File: src/rtl/kvlt_pkg.sv
// types and constants for the key/value line tokenizer
// no dependencies
package kvlt_pkg;

    // parser state, one-hot
    typedef enum logic [4:0] {
        ST_KEY     = 5'b00001,
        ST_VALUE   = 5'b00010,
        ST_QUOTED  = 5'b00100,
        ST_ESCAPED = 5'b01000,
        ST_ERROR   = 5'b10000
    } t_state;

    // character kinds
    localparam logic [1:0] KIND_NONE  = 2'd0;
    localparam logic [1:0] KIND_KEY   = 2'd1;
    localparam logic [1:0] KIND_VALUE = 2'd2;

    // byte codes
    localparam logic [7:0] CH_TAB    = 8'd9;
    localparam logic [7:0] CH_SPACE  = 8'd32;
    localparam logic [7:0] CH_QUOTE  = 8'd34;
    localparam logic [7:0] CH_COMMA  = 8'd44;
    localparam logic [7:0] CH_EQUAL  = 8'd61;
    localparam logic [7:0] CH_BSLASH = 8'd92;
    localparam logic [7:0] CH_DIG_LO = 8'd48;
    localparam logic [7:0] CH_DIG_HI = 8'd57;
    localparam logic [7:0] CH_UC_LO  = 8'd65;
    localparam logic [7:0] CH_UC_HI  = 8'd90;
    localparam logic [7:0] CH_LC_LO  = 8'd97;
    localparam logic [7:0] CH_LC_HI  = 8'd122;
    localparam logic [7:0] CH_PRINT_LO = 8'd32;
    localparam logic [7:0] CH_PRINT_HI = 8'd128;

    // one result transaction
    typedef struct packed {
        logic [7:0] out_char;
        logic [1:0] char_kind;
        logic       value_break;
        logic       line_done;
        logic       final_value;
        logic       line_ok;
    } t_result;

endpackage

File: src/rtl/kvlt_if.sv
// valid/ready channel interfaces for the key/value line tokenizer
// no dependencies
interface kvlt_in_if;
    logic       valid;
    logic       ready;
    logic [7:0] byte_in;
    logic       has_byte;
    logic       line_end;

    modport source (output valid, byte_in, has_byte, line_end, input ready);
    modport sink (input valid, byte_in, has_byte, line_end, output ready);
endinterface

interface kvlt_out_if;
    logic       valid;
    logic       ready;
    logic [7:0] out_char;
    logic [1:0] char_kind;
    logic       value_break;
    logic       line_done;
    logic       final_value;
    logic       line_ok;

    modport source (output valid, out_char, char_kind, value_break, line_done,
                    final_value, line_ok, input ready);
    modport sink (input valid, out_char, char_kind, value_break, line_done,
                  final_value, line_ok, output ready);
endinterface

File: src/rtl/kvlt_step.sv
// byte classification and next state for one input transaction
// depends on kvlt_pkg
module kvlt_step (
    input  kvlt_pkg::t_state  i_state,
    input  logic [7:0]        i_byte_in,
    input  logic              i_has_byte,
    input  logic              i_line_end,
    output kvlt_pkg::t_state  o_state,
    output kvlt_pkg::t_result o_result
);
    import kvlt_pkg::*;

    logic    is_blank;
    logic    is_alnum;
    logic    is_print;
    t_state  st_byte;
    t_result res;

    // character classes
    assign is_blank = (i_byte_in == CH_SPACE) || (i_byte_in == CH_TAB);
    assign is_alnum = ((i_byte_in >= CH_DIG_LO) && (i_byte_in <= CH_DIG_HI))
                   || ((i_byte_in >= CH_UC_LO) && (i_byte_in <= CH_UC_HI))
                   || ((i_byte_in >= CH_LC_LO) && (i_byte_in <= CH_LC_HI));
    assign is_print = (i_byte_in > CH_PRINT_LO) && (i_byte_in < CH_PRINT_HI);

    // byte handling, then line end on the updated state
    always_comb begin
        st_byte = i_state;
        res     = '0;
        if (i_has_byte) begin
            case (i_state)
                ST_KEY: begin
                    if (is_blank) begin
                        st_byte = ST_KEY;
                    end else if (is_alnum) begin
                        res.out_char  = i_byte_in;
                        res.char_kind = KIND_KEY;
                    end else if (i_byte_in == CH_EQUAL) begin
                        st_byte = ST_VALUE;
                    end else begin
                        st_byte = ST_ERROR;
                    end
                end
                ST_VALUE: begin
                    if (is_blank) begin
                        st_byte = ST_VALUE;
                    end else if (i_byte_in == CH_QUOTE) begin
                        st_byte = ST_QUOTED;
                    end else if (i_byte_in == CH_COMMA) begin
                        res.value_break = 1'b1;
                    end else if (is_print) begin
                        res.out_char  = i_byte_in;
                        res.char_kind = KIND_VALUE;
                    end else begin
                        st_byte = ST_ERROR;
                    end
                end
                ST_QUOTED: begin
                    if (i_byte_in == CH_QUOTE) begin
                        st_byte = ST_VALUE;
                    end else if (i_byte_in == CH_BSLASH) begin
                        st_byte = ST_ESCAPED;
                    end else begin
                        res.out_char  = i_byte_in;
                        res.char_kind = KIND_VALUE;
                    end
                end
                ST_ESCAPED: begin
                    res.out_char  = i_byte_in;
                    res.char_kind = KIND_VALUE;
                    st_byte       = ST_QUOTED;
                end
                default: begin
                    st_byte = ST_ERROR;
                end
            endcase
        end

        o_state = st_byte;
        if (i_line_end) begin
            res.line_done   = 1'b1;
            res.final_value = (st_byte == ST_VALUE);
            res.line_ok     = (st_byte == ST_KEY) || (st_byte == ST_VALUE)
                           || (st_byte == ST_QUOTED) || (st_byte == ST_ESCAPED);
            o_state         = ST_KEY;
        end
        o_result = res;
    end

endmodule

File: src/rtl/kvlt_skid.sv
// two-entry output buffer: result register plus skid stage
// depends on kvlt_pkg
module kvlt_skid (
    input  logic              i_clk,
    input  logic              i_rst_n,
    input  logic              i_valid,
    output logic              o_ready,
    input  kvlt_pkg::t_result i_data,
    output logic              o_valid,
    input  logic              i_ready,
    output kvlt_pkg::t_result o_data
);
    import kvlt_pkg::*;

    logic    r_main_vld, n_main_vld;
    logic    r_skid_vld, n_skid_vld;
    t_result r_main, n_main;
    t_result r_skid, n_skid;
    logic    push;
    logic    pop;

    assign o_ready = !r_skid_vld;
    assign o_valid = r_main_vld;
    assign o_data  = r_main;
    assign push    = i_valid && !r_skid_vld;
    assign pop     = r_main_vld && i_ready;

    // buffer next state
    always_comb begin
        n_main_vld = r_main_vld;
        n_skid_vld = r_skid_vld;
        n_main     = r_main;
        n_skid     = r_skid;
        if (pop) begin
            if (r_skid_vld) begin
                n_main     = r_skid;
                n_skid_vld = 1'b0;
            end else if (push) begin
                n_main = i_data;
            end else begin
                n_main_vld = 1'b0;
            end
        end else if (push) begin
            if (!r_main_vld) begin
                n_main     = i_data;
                n_main_vld = 1'b1;
            end else begin
                n_skid     = i_data;
                n_skid_vld = 1'b1;
            end
        end
    end

    // control flags
    always_ff @(posedge i_clk) begin
        if (!i_rst_n) begin
            r_main_vld <= 1'b0;
            r_skid_vld <= 1'b0;
        end else begin
            r_main_vld <= n_main_vld;
            r_skid_vld <= n_skid_vld;
        end
    end

    // payload
    always_ff @(posedge i_clk) begin
        r_main <= n_main;
        r_skid <= n_skid;
    end

endmodule

File: src/rtl/key_value_line_tokenizer_core.sv
// channel    | dir | payload
// i_in       | in  | byte_in[7:0], has_byte, line_end
// o_out      | out | out_char[7:0], char_kind[1:0], value_break, line_done,
//            |     | final_value, line_ok
// one transaction in per cycle while i_in.ready is high, one result per transaction,
// held in the result register; the parser state loop closes through one register
// reset: parser to key state, output buffer empty
// a stalled output fills a two-entry buffer; i_in.ready drops only when both
// entries hold results
// top level of the key/value line tokenizer
// depends on kvlt_pkg, kvlt_if, kvlt_step, kvlt_skid
module key_value_line_tokenizer_core (
    input  logic      i_clk,
    input  logic      i_rst_n,
    kvlt_in_if.sink   i_in,
    kvlt_out_if.source o_out
);
    import kvlt_pkg::*;

    t_state  r_state;
    t_state  n_state;
    t_result step_res;
    t_result buf_res;
    logic    in_ready;
    logic    accept;

    assign i_in.ready = in_ready;
    assign accept     = i_in.valid && in_ready;

    // decode one byte against the current state
    kvlt_step u_step (
        .i_state    (r_state),
        .i_byte_in  (i_in.byte_in),
        .i_has_byte (i_in.has_byte),
        .i_line_end (i_in.line_end),
        .o_state    (n_state),
        .o_result   (step_res)
    );

    // parser state advances on each accepted transaction
    always_ff @(posedge i_clk) begin
        if (!i_rst_n) begin
            r_state <= ST_KEY;
        end else if (accept) begin
            r_state <= n_state;
        end
    end

    // result register and skid stage
    kvlt_skid u_skid (
        .i_clk   (i_clk),
        .i_rst_n (i_rst_n),
        .i_valid (i_in.valid),
        .o_ready (in_ready),
        .i_data  (step_res),
        .o_valid (o_out.valid),
        .i_ready (o_out.ready),
        .o_data  (buf_res)
    );

    assign o_out.out_char    = buf_res.out_char;
    assign o_out.char_kind   = buf_res.char_kind;
    assign o_out.value_break = buf_res.value_break;
    assign o_out.line_done   = buf_res.line_done;
    assign o_out.final_value = buf_res.final_value;
    assign o_out.line_ok     = buf_res.line_ok;

endmodule

File: src/flat_wrapper.sv
// flat-port wrapper written by rule: the top's interface ports become plain ports
module key_value_line_tokenizer_core_flat import kvlt_pkg::*;
  (i_clk, i_rst_n, i_in_valid, i_in_byte_in, i_in_has_byte, i_in_line_end, i_in_ready, o_out_valid, o_out_out_char, o_out_char_kind, o_out_value_break, o_out_line_done, o_out_final_value, o_out_line_ok, o_out_ready);
  kvlt_in_if i_in_i ();
  kvlt_out_if o_out_i ();
  input  logic i_clk;
  input  logic i_rst_n;
  input wire logic [$bits(i_in_i.valid)-1:0] i_in_valid;
  input wire logic [$bits(i_in_i.byte_in)-1:0] i_in_byte_in;
  input wire logic [$bits(i_in_i.has_byte)-1:0] i_in_has_byte;
  input wire logic [$bits(i_in_i.line_end)-1:0] i_in_line_end;
  output wire logic [$bits(i_in_i.ready)-1:0] i_in_ready;
  output wire logic [$bits(o_out_i.valid)-1:0] o_out_valid;
  output wire logic [$bits(o_out_i.out_char)-1:0] o_out_out_char;
  output wire logic [$bits(o_out_i.char_kind)-1:0] o_out_char_kind;
  output wire logic [$bits(o_out_i.value_break)-1:0] o_out_value_break;
  output wire logic [$bits(o_out_i.line_done)-1:0] o_out_line_done;
  output wire logic [$bits(o_out_i.final_value)-1:0] o_out_final_value;
  output wire logic [$bits(o_out_i.line_ok)-1:0] o_out_line_ok;
  input wire logic [$bits(o_out_i.ready)-1:0] o_out_ready;
  assign i_in_i.valid = i_in_valid;
  assign i_in_i.byte_in = i_in_byte_in;
  assign i_in_i.has_byte = i_in_has_byte;
  assign i_in_i.line_end = i_in_line_end;
  assign i_in_ready = i_in_i.ready;
  assign o_out_valid = o_out_i.valid;
  assign o_out_out_char = o_out_i.out_char;
  assign o_out_char_kind = o_out_i.char_kind;
  assign o_out_value_break = o_out_i.value_break;
  assign o_out_line_done = o_out_i.line_done;
  assign o_out_final_value = o_out_i.final_value;
  assign o_out_line_ok = o_out_i.line_ok;
  assign o_out_i.ready = o_out_ready;
  key_value_line_tokenizer_core u_core (.i_clk(i_clk), .i_rst_n(i_rst_n), .i_in(i_in_i), .o_out(o_out_i));
endmodule
File: config.mk
export PLATFORM = sky130hd
export DESIGN_NAME = key_value_line_tokenizer_core_flat
export DESIGN_NICKNAME = d
export VERILOG_FILES = /design/src/rtl/kvlt_pkg.sv /design/src/rtl/kvlt_if.sv /design/src/rtl/kvlt_step.sv /design/src/rtl/kvlt_skid.sv /design/src/rtl/key_value_line_tokenizer_core.sv /design/src/flat_wrapper.sv
export SDC_FILE = /design/constraint.sdc
export NUM_CORES = 1
export LEC_CHECK = 0
export BUFFER_PORTS_ARGS = -buffer_cell sky130_fd_sc_hd__buf_4
export CAP_MARGIN = 0
export CORE_ASPECT_RATIO = 1.25
export CORE_MARGIN = 2
export CORE_UTILIZATION = 56
export DETAILED_ROUTE_END_ITERATION = 10
export PLACE_DENSITY = 0.87
export REMOVE_ABC_BUFFERS = 1
export SKIP_CTS_REPAIR_TIMING = 1
export SYNTH_ARGS = -nofsm -noshare
export SYNTH_HDL_FRONTEND = slang
export SYNTH_SLANG_ARGS = --single-unit
File: constraint.sdc
create_clock -name i_clk -period 3.8 [get_ports i_clk]
set_input_delay 0.95 -clock i_clk [delete_from_list [all_inputs] [get_ports i_clk]]
set_output_delay 0.95 -clock i_clk [all_outputs]
set_load 0.005 [all_outputs]
---- Yosys cells after proc, flatten, opt, wreduce, memory -nomap -nowiden ----
Cells that the tools add are included.
operators by class
  reductions and logical operators ........ 20
  equal/unequal tests ..................... 17
  div/mod/pow operators ................... 0
  add/subtract/negate cells ............... 0
  bitwise operators ....................... 2
  shift operators ......................... 0
  magnitude comparators ................... 8
  mux-type cells .......................... 34
  $mul .................................... 0
operators with widths
  cell                number
  $mux 14             5
  $mux 10             6
  $mux 5              11
  $pmux 10 s4         1
  $mux 11             3
  $eq 8x6->1 const B  4
  $pmux 5 s4          1
  $ge 8x7->1 const B  2
  $le 8x7->1 const B  2
  $eq 5x1->1 const B  2
  $eq 5x2->1 const B  2
  $eq 5x3->1 const B  2
  $eq 5x4->1 const B  2
  $reduce_and 3->1    3
  $eq 8x4->1 const B  1
  $eq 8x7->1 const B  1
  $ge 8x6->1 const B  1
  $gt 8x6->1 const B  1
  $le 8x6->1 const B  1
  $lt 8x8->1 const B  1
  $logic_and 1x1->1   6
  $logic_or 1x1->1    6
  $mux 1              6
  $ne 2x2->1 const B  2
  other kinds (7)     9
storage, ports and cells
  memories kept ........................... 0
  RAM bits ................................ 0
  register bits ........................... 35
  word-level logic and storage cells ...... 96
  latch bits .............................. 0
  bits of input ports ..................... 14
  ROM bits ................................ 0

---- Longest topological paths before layout ----
  depth after elaboration ................. 16
  gate-level depth with buffers ........... 10
  mapped depth without buffers ............ 8

---- By module ----
Synthesis repeated with hierarchy kept, for this count alone.
second synthesis, totals
  cells, all modules ...................... 192
  area total of the unflattened synthesis .. 2090.8 µm²
by module, submodules not included
  module                         cells each  area an instance (µm²)  seq. area each (µm²)  instances
  kvlt_skid                      58          1179.9                  880.8                 1
  kvlt_step                      112         700.7                   0.0                   1
  key_value_line_tokenizer_core  22          210.2                   100.1                 1

---- Least setup slack after synthesis ----
No wires, ideal clock.
  path kind ............................... in2reg
  start point ............................. input i_in_byte_in[4]
  end point ............................... register u_core.u_skid.r_main, in the netlist u_core.u_skid.o_data[0], data pin
  setup time .............................. 261 ps
  cell stages on the path ................. 9
  slack ................................... 733 ps
  path buffers ............................ 1
  arrival ................................. 2806 ps
  cells stage by stage .................... nor4b_1 and2_1 buf_2 a21boi_1 o32ai_1 a221o_2 mux2_4 a211oi_2 o21ai_1
RTL lines
  item                  line               text
  start, declared       flat_wrapper.sv:9  input wire logic [$bits(i_in_i.byte_in)-1:0] i_in_byte_in;
  end signal, assigned  kvlt_skid.sv:67    r_main <= n_main;
  end, declared         kvlt_skid.sv:17    t_result r_main, n_main;

==> qor.yml <==
logic_synthesis:
  synthArstFlopShare_pct: 0
  syn_area_mm2: 0.00200
  synth_edf_count: 28
  synth_common_cells: "edfxtp_1 (28), nor2_1 (23), nand2_1 (17)"
  synth_top_area_share_pct: 42.1
  synth-seq-cells: 35
  yosysUniqueCellTypes: 51
  ys_seq_area_share_pct: 49.1
  syn_avg_cell_area_um2: 10.0
  yosysMostFrequentCell: "edfxtp_1"
  yosysWarnings: 0
  ys.flop_type: "edfxtp_1"
  synth_area_leaders: "edfxtp_1 (42%), dfxtp_1 (7.0%), nor2_1 (4.3%), mux2_2 (3.9%), nand2_1 (3.2%)"
  synth_top_area_cell: "edfxtp_1"
  synthCells: 199
layout:
  stdcell_count: 270
  syn_to_final_growth_pct: 19.5
  antenna_cells: 0
  fin_nets: 245
  drive_above_1_share_pct: 24.7
hold_path:
  hold_depth: 2
  hold_path_class: "flip-flop to flip-flop"
  min-delay-start: "u_core.u_skid.r_skid[11]"
  hold_end: "u_core.u_skid.o_data[11]"
grt:
  grt_overflow_total: 0
  grt_pass1_wl_mm: 7.48
  grt_use_total_pct: 23.9
  first_global_vias: 1622
  grt_max_degree: 21
  grt_antenna_before_repair: 0
die:
  die_x_um: 57.4
  fp.dieArea_mm2: 0.00406
  rows: 24
  ioPinCount: 30
  dieHeight_um: 70.8
  start_util_pct: 57.9
  fp.coreArea_mm2: 0.00345
sta:
  worst_clock_skew_ns: 0.00566
  rsz0062_at_grt: "no"
  slew_viol_final: 0
  fin_crit_ns: 3.19
  holdWs_ns: 0.521
  setup_tns_ns: 0
  slew_headroom_pct: 62.6
  fmax_mhz: 313
  tightest_slew_ns: 0.553
  setup_ws_ns: 0.609
  hold_viol: 0
  timing.final.crit_share_pct: 84.0
  setup_violations: 0
routing:
  first_iter_violations: 108
  dr.pass1.iters: 5
  routedWlPerCell_um: 16.8
  route.detailed.drc: 0
  vias: 1700
  finalWirelength_mm: 4.53
  ant_nets: 0
  via_per_inst: 6.30
clocking:
  cts_root_buf: "clkbuf_8"
  clkTransAtPathRegs_ns: 0.07
  cts_max_level: 2
  cts_max_path_buffers: 2
  cts_made_buffers: 5
  clkLatencyLatePin_ns: 0.29
  cts_tree: "yes"
  clkSinkCount: 35
critical_path:
  r2r-end: "u_core.u_skid.o_data[0]"
  crit_path_end_kind: "flip-flop"
  crit_chain: "buf_4 > nor4b_1 > and2_1 > a21boi_1 > o32ai_1 > a221o_2 > mux2_4 > a211oi_2 > o21ai_1"
  cp_slowest_cell: "nor4b_1"
  reg2reg_slack_ns: 0.77
  crit_fanout: 7
  start_kind: "input pin"
  r2r-start: "u_core.r_state[1]"
  reg2reg_depth: 8
  max_stage_delay_ns: 0.52
  crit_arrival_ns: 3.23
  critPathKind: "input pin to flip-flop"
  worstPathRequired_ns: 3.84
place:
  pre_cts_ws_ns: 0.336
  hpwl_mm: 3.30
  portBuffers: 29
  dp_cells: 262
  gp_congestion: 0.958
power_and_ir_drop:
  p_per_area_mw_per_mm2: 407
  vdd_drop_max_uv: 471
  power_mw: 0.971
  leakagePower_nw: 0.908
outcome:
  status: "finished clean"
job:
  drv_cap: 0
-- worst max-delay path: cells and delay by family --
kind	cells	cell delay, ns
compound gates	5	0.96
mux	1	0.31
buf+inv	1	0.13
simple gates	2	0.87
-- per-stage QoR --
| stage | util [%] | cell area, um^2 |
|---|---|---|
| after CTS | 69.1 | 2390 |
| final | 69.1 | 2390 |
| after global placement | 65.2 | 2250 |
| after global routing | 69.1 | 2390 |
| after floorplan | - | 1950 |
| after detailed placement | 65.2 | 2250 |
-- layer usage --
metal	vias up	wire length (um)	share of wire, %	GRT usage (%)
li1	820	-	-	-
met1	807	1940	43	30.3
met2	64	2260	50	38.8
met3	9	236	5.2	5.30
met4	0	93	2.1	10.6
met5	-	0	0	0
-- layout make-up --
| cell class | instances | area, um^2 |
|---|---|---|
| Inverter | 11 | 41.3 |
| Sequential cell | 35 | 981 |
| Fill cell | 260 | 1070 |
| Timing Repair Buffer | 34 | 255 |
| Clock buffer | 5 | 68.8 |
| Multi-Input combinational cell | 143 | 925 |
| Clock inverter | 3 | 67.6 |
| Tap cell | 39 | 48.8 |
-- cells in the final DEF (no fill, tap or decap), types with 2 or more instances in the layout --
| cell | count |
|---|---|
| nor3_1 | 5 |
| mux2_2 | 7 |
| nor4_1 | 3 |
| inv_1 | 10 |
| o311a_1 | 2 |
| nor2b_1 | 6 |
| o21ai_0 | 10 |
| o21ai_1 | 3 |
| or4b_1 | 2 |
| nor2_1 | 23 |
| nor4b_1 | 4 |
| nand3_1 | 5 |
| nand4_1 | 2 |
| and3_1 | 3 |
| a211oi_1 | 2 |
| o31a_1 | 2 |
| clkbuf_8 | 5 |
| o31ai_1 | 6 |
| and4_1 | 2 |
| buf_4 | 34 |
| a31oi_1 | 2 |
| a22oi_1 | 3 |
| and2_1 | 2 |
| nand2_1 | 17 |
| dfxtp_1 | 7 |
| bufinv_16 | 2 |
| a21oi_1 | 10 |
| edfxtp_1 | 28 |
-- state kept, by name, indices dropped and copies added (netlist names) --
| register | flops |
|---|---|
| u_core.u_skid.r_skid_vld | 1 |
| u_core.u_skid.o_valid | 1 |
| u_core.r_state | 5 |
| u_core.u_skid.r_skid | 14 |
| u_core.u_skid.o_data | 14 |
-- worst max path at each step --
stage               startpoint                      end
3_5_place_dp   i_in_byte_in[4]  u_core.u_skid.o_data[0]
2_1_floorplan  i_in_byte_in[4]  u_core.u_skid.o_data[0]
3_3_place_gp   i_in_byte_in[4]  u_core.u_skid.o_data[0]
4_1_cts        i_in_byte_in[4]  u_core.u_skid.o_data[0]
6_report       i_in_byte_in[4]  u_core.u_skid.o_data[0]
5_1_grt        i_in_byte_in[4]  u_core.u_skid.o_data[0]
-- logic make-up after synthesis --
group           share of synthesized area (%)
fa+ha+maj                               0.626
flops                                    49.1
buf+inv                                  4.63
mux                                      4.70
xor+xnor                                0.438
simple gates                             20.0
compound gates                           20.5
-- power by group --
| part | leakage, nW | switching (mW) | internal (mW) |
|---|---|---|---|
| logic | 0.523 | 0.0709 | 0.0557 |
| clock network | 0.0644 | 0.135 | 0.262 |
| registers | 0.320 | 0.0100 | 0.438 |
| total | 0.908 | 0.216 | 0.755 |
(Power assumes the default switching activity.)
